### config.mk
export PLATFORM = sky130hd
export DESIGN_NAME = pixel_channel_pack_unpack_core
export DESIGN_NICKNAME = d
export VERILOG_FILES = /design/src/sv/pxpk_pkg.sv /design/src/sv/pixel_channel_pack_unpack_core.sv
export SDC_FILE = /design/constraint.sdc
export NUM_CORES = 2
export LEC_CHECK = 0
export BUFFER_PORTS_ARGS = -buffer_cell sky130_fd_sc_hd__buf_2
export CAP_MARGIN = 20
export CORE_MARGIN = 3
export CORE_UTILIZATION = 25
export CTS_CLUSTER_DIAMETER = 60
export DETAILED_ROUTE_END_ITERATION = 8
export PLACE_DENSITY = 0.39
export SETUP_SLACK_MARGIN = 0.4
export SLEW_MARGIN = 15
export SYNTH_ARGS = -nofsm -noshare
export SYNTH_HDL_FRONTEND = slang
export SYNTH_SLANG_ARGS = --single-unit
### constraint.sdc
create_clock -name i_clk -period 9.7 [get_ports i_clk]
set_clock_uncertainty 0.05 [all_clocks]
set_input_delay 1.94 -clock i_clk [delete_from_list [all_inputs] [get_ports i_clk]]
set_output_delay 1.94 -clock i_clk [all_outputs]
set_load 0.005 [all_outputs]
### src/sv/pxpk_pkg.sv
// Package for the pixel channel pack/unpack block: word types, register map and constants.
// Used by pixel_channel_pack_unpack_core; depends on nothing else.
package pxpk_pkg;

    typedef struct packed {
        logic       req_type;
        logic [7:0] red_in;
        logic [7:0] green_in;
        logic [7:0] blue_in;
        logic [7:0] alpha_in;
        logic [7:0] byte0_in;
        logic [7:0] byte1_in;
        logic [7:0] byte2_in;
        logic [7:0] byte3_in;
    } t_pix_in;

    typedef struct packed {
        logic [7:0] byte0_out;
        logic [7:0] byte1_out;
        logic [7:0] byte2_out;
        logic [7:0] byte3_out;
        logic [2:0] byte_count;
        logic [7:0] red_out;
        logic [7:0] green_out;
        logic [7:0] blue_out;
        logic [7:0] alpha_out;
    } t_pix_out;

    typedef enum logic [2:0] {
        REG_RED_WIDTH     = 3'd0,
        REG_GREEN_WIDTH   = 3'd1,
        REG_BLUE_WIDTH    = 3'd2,
        REG_ALPHA_WIDTH   = 3'd3,
        REG_SWAP_RED_BLUE = 3'd4,
        REG_ALPHA_PRESENT = 3'd5
    } t_reg_idx;

    localparam logic REQ_PACK   = 1'b0;
    localparam logic REQ_UNPACK = 1'b1;

    localparam int         BYTE_BITS = 8;
    localparam logic [7:0] BYTE_ONES = 8'hFF;

    // floor(256 / (2^n - 1)) for a channel of n bits widened to 8; entry 0 unused.
    localparam logic [8:0] UNPACK_GAIN [8] = '{
        9'd0, 9'd256, 9'd85, 9'd36, 9'd17, 9'd8, 9'd4, 9'd2
    };

endpackage

### src/sv/pixel_channel_pack_unpack_core.sv
// Top level of the pixel channel pack/unpack block: APB registers and a two-register pipeline.
// Depends on pxpk_pkg for the word types, register indexes and scaling constants.
//
// Usage:
//   Input channel i_valid/i_data/o_stall carries one word per pixel. req_type 0 packs the
//   four 8-bit channels into 1 to 4 bytes in memory order; req_type 1 unpacks bytes back
//   into four 8-bit channels. The result word appears on o_valid/o_data/i_stall.
//   Channel widths, the red/blue swap and alpha presence are set through the APB port,
//   registers at byte addresses 0, 4, 8, 12, 16 and 20. Change them only while idle.
//   A word accepted into the input register passes the scaling and byte placement logic and
//   is loaded into the result register, which drives o_valid and o_data. Throughput is one
//   word per cycle while i_stall is low, set by the single combinational pass between the
//   two registers, with no dependence between words.
//   While i_stall holds the result register full, the input register still takes one
//   more word; o_stall rises only once both registers are occupied.
//   Reset clears both valid flags and loads the register defaults: 8-bit channels,
//   no swap, alpha present. pready is always high.
module pixel_channel_pack_unpack_core #(
    parameter int MAX_CHANNEL_BITS = 16
) (
    input  logic                i_clk,
    input  logic                i_rst_n,
    input  logic                i_valid,
    input  pxpk_pkg::t_pix_in   i_data,
    output logic                o_stall,
    output logic                o_valid,
    output pxpk_pkg::t_pix_out  o_data,
    input  logic                i_stall,
    input  logic                psel,
    input  logic                penable,
    input  logic                pwrite,
    input  logic [4:0]          paddr,
    input  logic [31:0]         pwdata,
    output logic [31:0]         prdata,
    output logic                pready
);
    import pxpk_pkg::*;

    localparam int MW  = MAX_CHANNEL_BITS;
    localparam int CW  = $clog2(MAX_CHANNEL_BITS + 1);
    localparam int PW  = $clog2(3 * MAX_CHANNEL_BITS + 1);
    localparam int SW  = $clog2(4 * MAX_CHANNEL_BITS + 1);
    localparam int SZW = SW - 3;

    function automatic logic [MW-1:0] ones(input logic [CW-1:0] n);
        return ~({MW{1'b1}} << n);
    endfunction

    function automatic logic [CW-1:0] clamp_w(input logic [4:0] w);
        if (w > 5'(MAX_CHANNEL_BITS)) begin
            return CW'(MAX_CHANNEL_BITS);
        end
        return w[CW-1:0];
    endfunction

    // 8-bit channel to w bits for packing.
    function automatic logic [MW-1:0] scale_up(input logic [7:0] v, input logic [CW-1:0] w);
        logic [CW-1:0] d;
        logic [MW-1:0] r;
        d = w - CW'(8);
        r = '0;
        if (w < CW'(8)) begin
            r = MW'(v >> (4'd8 - 4'(w)));
        end else if (w == CW'(8)) begin
            r = MW'(v);
        end else if (v == BYTE_ONES) begin
            r = ones(w);
        end else begin
            // floor(2^w / 255) is 2^(w-8), plus one once w reaches 16
            r = (MW'(v) << d) + ((d >= CW'(8)) ? MW'(v) : '0);
        end
        return r;
    endfunction

    // n-bit field to 8 bits for unpacking; the field may carry more bits than n after a swap.
    function automatic logic [7:0] scale_down(input logic [MW-1:0] x, input logic [CW-1:0] n);
        logic [MW-1:0] t;
        logic [16:0]   prod;
        t    = x >> (n - CW'(8));
        prod = 17'(x[7:0]) * 17'(UNPACK_GAIN[n[2:0]]);
        if (n > CW'(8)) begin
            return t[7:0];
        end else if (n == CW'(8)) begin
            return x[7:0];
        end else if (n == '0 || x == ones(n)) begin
            return BYTE_ONES;
        end
        return prod[7:0];
    endfunction

    function automatic logic [31:0] place(input logic [MW-1:0] v, input logic [CW-1:0] mw,
                                          input logic [PW-1:0] pos);
        return 32'(v & ones(mw)) << pos;
    endfunction

    function automatic logic [MW-1:0] pick(input logic [31:0] word, input logic [CW-1:0] mw,
                                           input logic [PW-1:0] pos);
        logic [31:0] t;
        t = word >> pos;
        return t[MW-1:0] & ones(mw);
    endfunction

    // Configuration registers
    logic [4:0] r_red_width;
    logic [4:0] r_green_width;
    logic [4:0] r_blue_width;
    logic [4:0] r_alpha_width;
    logic       r_swap_red_blue;
    logic       r_alpha_present;

    logic cfg_wr;
    assign cfg_wr = psel && penable && pwrite;
    assign pready = 1'b1;

    always_ff @(posedge i_clk) begin
        if (!i_rst_n) begin
            r_red_width     <= 5'd8;
            r_green_width   <= 5'd8;
            r_blue_width    <= 5'd8;
            r_alpha_width   <= 5'd8;
            r_swap_red_blue <= 1'b0;
            r_alpha_present <= 1'b1;
        end else if (cfg_wr) begin
            case (paddr[4:2])
                REG_RED_WIDTH:     r_red_width     <= pwdata[4:0];
                REG_GREEN_WIDTH:   r_green_width   <= pwdata[4:0];
                REG_BLUE_WIDTH:    r_blue_width    <= pwdata[4:0];
                REG_ALPHA_WIDTH:   r_alpha_width   <= pwdata[4:0];
                REG_SWAP_RED_BLUE: r_swap_red_blue <= pwdata[0];
                REG_ALPHA_PRESENT: r_alpha_present <= pwdata[0];
                default: ;
            endcase
        end
    end

    always_comb begin
        case (paddr[4:2])
            REG_RED_WIDTH:     prdata = {27'd0, r_red_width};
            REG_GREEN_WIDTH:   prdata = {27'd0, r_green_width};
            REG_BLUE_WIDTH:    prdata = {27'd0, r_blue_width};
            REG_ALPHA_WIDTH:   prdata = {27'd0, r_alpha_width};
            REG_SWAP_RED_BLUE: prdata = {31'd0, r_swap_red_blue};
            REG_ALPHA_PRESENT: prdata = {31'd0, r_alpha_present};
            default:           prdata = '0;
        endcase
    end

    // Derived layout, a function of the registers only
    logic [CW-1:0]  rw, gw, bw, aw;
    logic [PW-1:0]  rs, gs, bs;
    logic [PW-1:0]  red_pos, blue_pos;
    logic [CW-1:0]  red_mw, blue_mw;
    logic [SW-1:0]  total_bits;
    logic [SZW-1:0] size;
    logic           size_ok;

    assign rw = clamp_w(r_red_width);
    assign gw = clamp_w(r_green_width);
    assign bw = clamp_w(r_blue_width);
    assign aw = clamp_w(r_alpha_width);
    assign bs = PW'(aw);
    assign gs = PW'(bw) + PW'(aw);
    assign rs = PW'(gw) + PW'(bw) + PW'(aw);

    // A swap exchanges where red and blue sit and how wide their masks are.
    assign red_pos  = r_swap_red_blue ? bs : rs;
    assign red_mw   = r_swap_red_blue ? bw : rw;
    assign blue_pos = r_swap_red_blue ? rs : bs;
    assign blue_mw  = r_swap_red_blue ? rw : bw;

    assign total_bits = SW'(rw) + SW'(gw) + SW'(bw) + SW'(aw);
    assign size       = total_bits[SW-1:3];
    assign size_ok    = (size != '0) && (size <= SZW'(4));

    // Pipeline control
    logic     r_s1_valid;
    t_pix_in  r_s1_data;
    logic     r_out_valid;
    t_pix_out r_out_data;
    t_pix_out n_out_data;
    logic     out_en;
    logic     s1_en;

    assign out_en  = !r_out_valid || !i_stall;
    assign s1_en   = !r_s1_valid || out_en;
    assign o_stall = !s1_en;
    assign o_valid = r_out_valid;
    assign o_data  = r_out_data;

    always_ff @(posedge i_clk) begin
        if (!i_rst_n) begin
            r_s1_valid  <= 1'b0;
            r_out_valid <= 1'b0;
        end else begin
            if (s1_en) begin
                r_s1_valid <= i_valid;
            end
            if (out_en) begin
                r_out_valid <= r_s1_valid;
            end
        end
    end

    always_ff @(posedge i_clk) begin
        if (s1_en && i_valid) begin
            r_s1_data <= i_data;
        end
        if (out_en && r_s1_valid) begin
            r_out_data <= n_out_data;
        end
    end

    // Pack and unpack datapath
    logic [31:0] pack_word;
    logic [31:0] unpack_word;
    logic [7:0]  in_bytes [4];

    assign in_bytes[0] = r_s1_data.byte0_in;
    assign in_bytes[1] = r_s1_data.byte1_in;
    assign in_bytes[2] = r_s1_data.byte2_in;
    assign in_bytes[3] = r_s1_data.byte3_in;

    assign pack_word =
          place(scale_up(r_s1_data.red_in, rw), red_mw, red_pos)
        | place(scale_up(r_s1_data.green_in, gw), gw, gs)
        | place(scale_up(r_s1_data.blue_in, bw), blue_mw, blue_pos)
        | place(scale_up(r_s1_data.alpha_in, aw), aw, '0);

    // Three-byte pixels are stored big-endian, the other sizes little-endian.
    always_comb begin
        unpack_word = '0;
        if (size_ok) begin
            if (size == SZW'(3)) begin
                unpack_word = {8'd0, in_bytes[0], in_bytes[1], in_bytes[2]};
            end else begin
                for (int i = 0; i < 4; i++) begin
                    if (SZW'(i) < size) begin
                        unpack_word[BYTE_BITS*i +: BYTE_BITS] = in_bytes[i];
                    end
                end
            end
        end
    end

    always_comb begin
        logic [7:0] ob [4];
        for (int i = 0; i < 4; i++) begin
            ob[i] = '0;
        end
        n_out_data = '0;
        if (r_s1_data.req_type == REQ_PACK) begin
            if (size_ok) begin
                if (size == SZW'(3)) begin
                    ob[0] = pack_word[23:16];
                    ob[1] = pack_word[15:8];
                    ob[2] = pack_word[7:0];
                end else begin
                    for (int i = 0; i < 4; i++) begin
                        if (SZW'(i) < size) begin
                            ob[i] = pack_word[BYTE_BITS*i +: BYTE_BITS];
                        end
                    end
                end
                n_out_data.byte_count = 3'(size);
            end
            n_out_data.byte0_out = ob[0];
            n_out_data.byte1_out = ob[1];
            n_out_data.byte2_out = ob[2];
            n_out_data.byte3_out = ob[3];
        end else begin
            n_out_data.red_out   = scale_down(pick(unpack_word, red_mw, red_pos), rw);
            n_out_data.green_out = scale_down(pick(unpack_word, gw, gs), gw);
            n_out_data.blue_out  = scale_down(pick(unpack_word, blue_mw, blue_pos), bw);
            n_out_data.alpha_out = r_alpha_present ?
                                   scale_down(pick(unpack_word, aw, '0), aw) : BYTE_ONES;
        end
    end

endmodule
==> flow_summary.ini <==
[run_status]
outcome = finished, final reports clean

[power_and_ir_drop]
p_per_area_nw_per_um2 = 82.4
leakage_uw = 0.0142
ir_drop_uv = 150

[critical_path]
rrSetupSlack_ns = 0.67
arrival_ns = 9.29
path_max_fanout = 11
crit_path_end_kind = flip-flop
cp-start-kind = flip-flop
cp_slowest_stage_delay_ns = 0.59
critPathKind = reg2reg
crit_slowest_cell = o211ai_1
cp.required_ns = 9.96

[yosys]
ys_warn_count = 0
synthFlopType = edfxtp_1
synthDistinctLibCells = 120
yosys-top-cells-area = edfxtp_1 (12%), mux2i_1 (5.9%), nor2_1 (5.5%)
syn_inst = 4439
ys_seq_area_frac = 0.138
synth_area_per_cell_um2 = 7.28
synth.cell_area_um2 = 32300
synth_edf_count = 132
ys_seq_elements = 156
synth.top_cell.area_share = 0.123
ys_async_sr_fraction = 0
yosysTopAreaCell = edfxtp_1

[layout]
fillers = 14200
layout_common_cells = nor2_1 (472), nand2_1 (456), a21oi_1 (318)
final_common_cell = nor2_1
final-instance-count-excl-fill = 6217
regArea_um2 = 4450
stdcell_area_um2 = 36300
nets = 4787
syn2layout_area_growth_pct = 12.3
multi_input_area_um2 = 25700
drive_above_1_share = 0.150

[placed_design]
dp.cells = 6175
gp_congestion = 1.02
place_hpwl_um = 150000
placed_area_um2 = 35500
portBuffers = 153

[sta]
tightest_slew_ns = 1.20
slew_headroom = 0.193
fmax_ghz = 0.111
slew_viol_final = 0
period_minus_slack_ns = 9.03
finalSetupTns_ns = 0
hold_viol = 0
rsz0062_at_grt = yes
min_period_over_period = 0.930
setup_viol = 0

[clock_tree]
cts_sinks = 156
path_clk_slew_ns = 0.08
clock_path_buffers = 2
cts_tree = yes
numCtsBuffers = 17
htreeDepth = 4
cts_hold_buffers = 0
worstSkewPairLatency_ns = 0.56
cts_root_buffer = clkbuf_16

[drt]
drc = 0
vias = 37400
vias_per_cell = 6.02
finalWirelength_um = 191000
wl_per_cell_um = 30.8
dr.first_iter.drc_count = 3874
ant_nets = 0
drt-pass1-iter-count = 6

[global_route]
grt_antenna_before_repair = 10
grt_usage = 0.279
grt_pass1_wl_um = 271000
gr-total-overflow = 0
grt_max_degree = 65
grt_pass1_vias = 36000

[die]
fp-row-count = 131
io_pins = 211
start_util = 0.252
core_um2 = 128000
die_area_um2 = 134000
die_x_um = 366
die_h_um = 366

[hold_path]
min_path_type = reg2reg

[flow_run]
maxCapViolations = 0
## worst max-delay path, delay by kind of cell (launching register included)
family	cells	cell delay (ns)
DFF	1	0.52
xor gates and xnor gates	5	0.73
AOI/OAI and AO/OA	8	2.47
buffers and inverters	6	0.80
and+or+nand+nor	5	0.97
adders and majority gates	8	3.25
## flip-flops by register name, summed over array words and instances, names as in the netlist
register,count
r_green_width,5
r_s1_data,33
r_s1_valid,1
r_alpha_present,1
r_blue_width,5
o_data,67
r_alpha_width,5
r_swap_red_blue,1
r_red_width,5
o_valid,1
in_bytes,32
## metal layers
layer | GRT usage | routed length (µm)
met1 | 0.366 | 81000
met2 | 0.439 | 85600
met4 | 0.142 | 10800
met3 | 0.0468 | 13800
met5 | 0 | 0
## cell families after synthesis
kind of cell             synth area share
XOR/XNOR                           0.0254
other                            0.000232
flip-flops                          0.138
AND/OR/NAND/NOR                     0.238
buffers and inverters              0.0793
AO/OA/AOI/OAI                       0.316
adder cells (fa/ha/maj)            0.0955
multiplexers                        0.109
## cell type report
type                            count  share of cell area
Clock buffer                       18              0.0124
Clock inverter                     14             0.00407
Antenna cell                        2            0.000138
Sequential cell                   156               0.123
Inverter                          201              0.0208
Timing Repair Buffer              397              0.0722
Multi-Input combinational cell   3700               0.708
Tap cell                         1729              0.0596
## timing repair
item	4_1_cts	5_1_grt
resized for setup	1	15
endpoints found under the setup margin	1	3
buffers inserted	0	7
pin swaps	0	2
## cells in the mapped netlist (all sizes together) (53+ instances only)
library cell	n
edfxtp	132
nand3	161
clkbuf	277
a21oi	323
mux4	55
mux2i	190
o22ai	63
ha	137
buf	131
a211oi	73
and2	53
o21ai	261
inv	194
nand2	461
xnor2	71
nor3	122
nor2	480
fa	68
nor2b	57
o211ai	70
a31oi	75
## power breakdown
group | total, µW | switching, µW | internal (µW)
Combinational | 1400 | 951 | 452
Clock | 745 | 389 | 356
Sequential | 842 | 66.2 | 776
## per-stage QoR
step | hold WS [ns] | power, µW | utilization | setup WS [ns]
final | 0.475 | 2990 | 0.283 | 0.675
after global placement | 0.439 | 2210 | 0.278 | 0.460
after floorplan | 0.416 | 1570 | - | 0.693
after global routing | 0.498 | 3110 | 0.283 | 0.388
after CTS | 0.473 | 2980 | 0.282 | 0.410
after detailed placement | 0.453 | 2200 | 0.278 | 0.417
## worst paths after layout
kind / startpoint / to / cells past startpoint
setup / recovery: r_blue_width[4] / o_data[31] / 32
hold / removal: r_s1_valid / o_valid / 2
setup reg to reg: r_blue_width[4] / o_data[31] / 32
hold reg to reg: r_s1_valid / o_valid / 2
No activity file was read; power rests on OpenSTA's default activity.
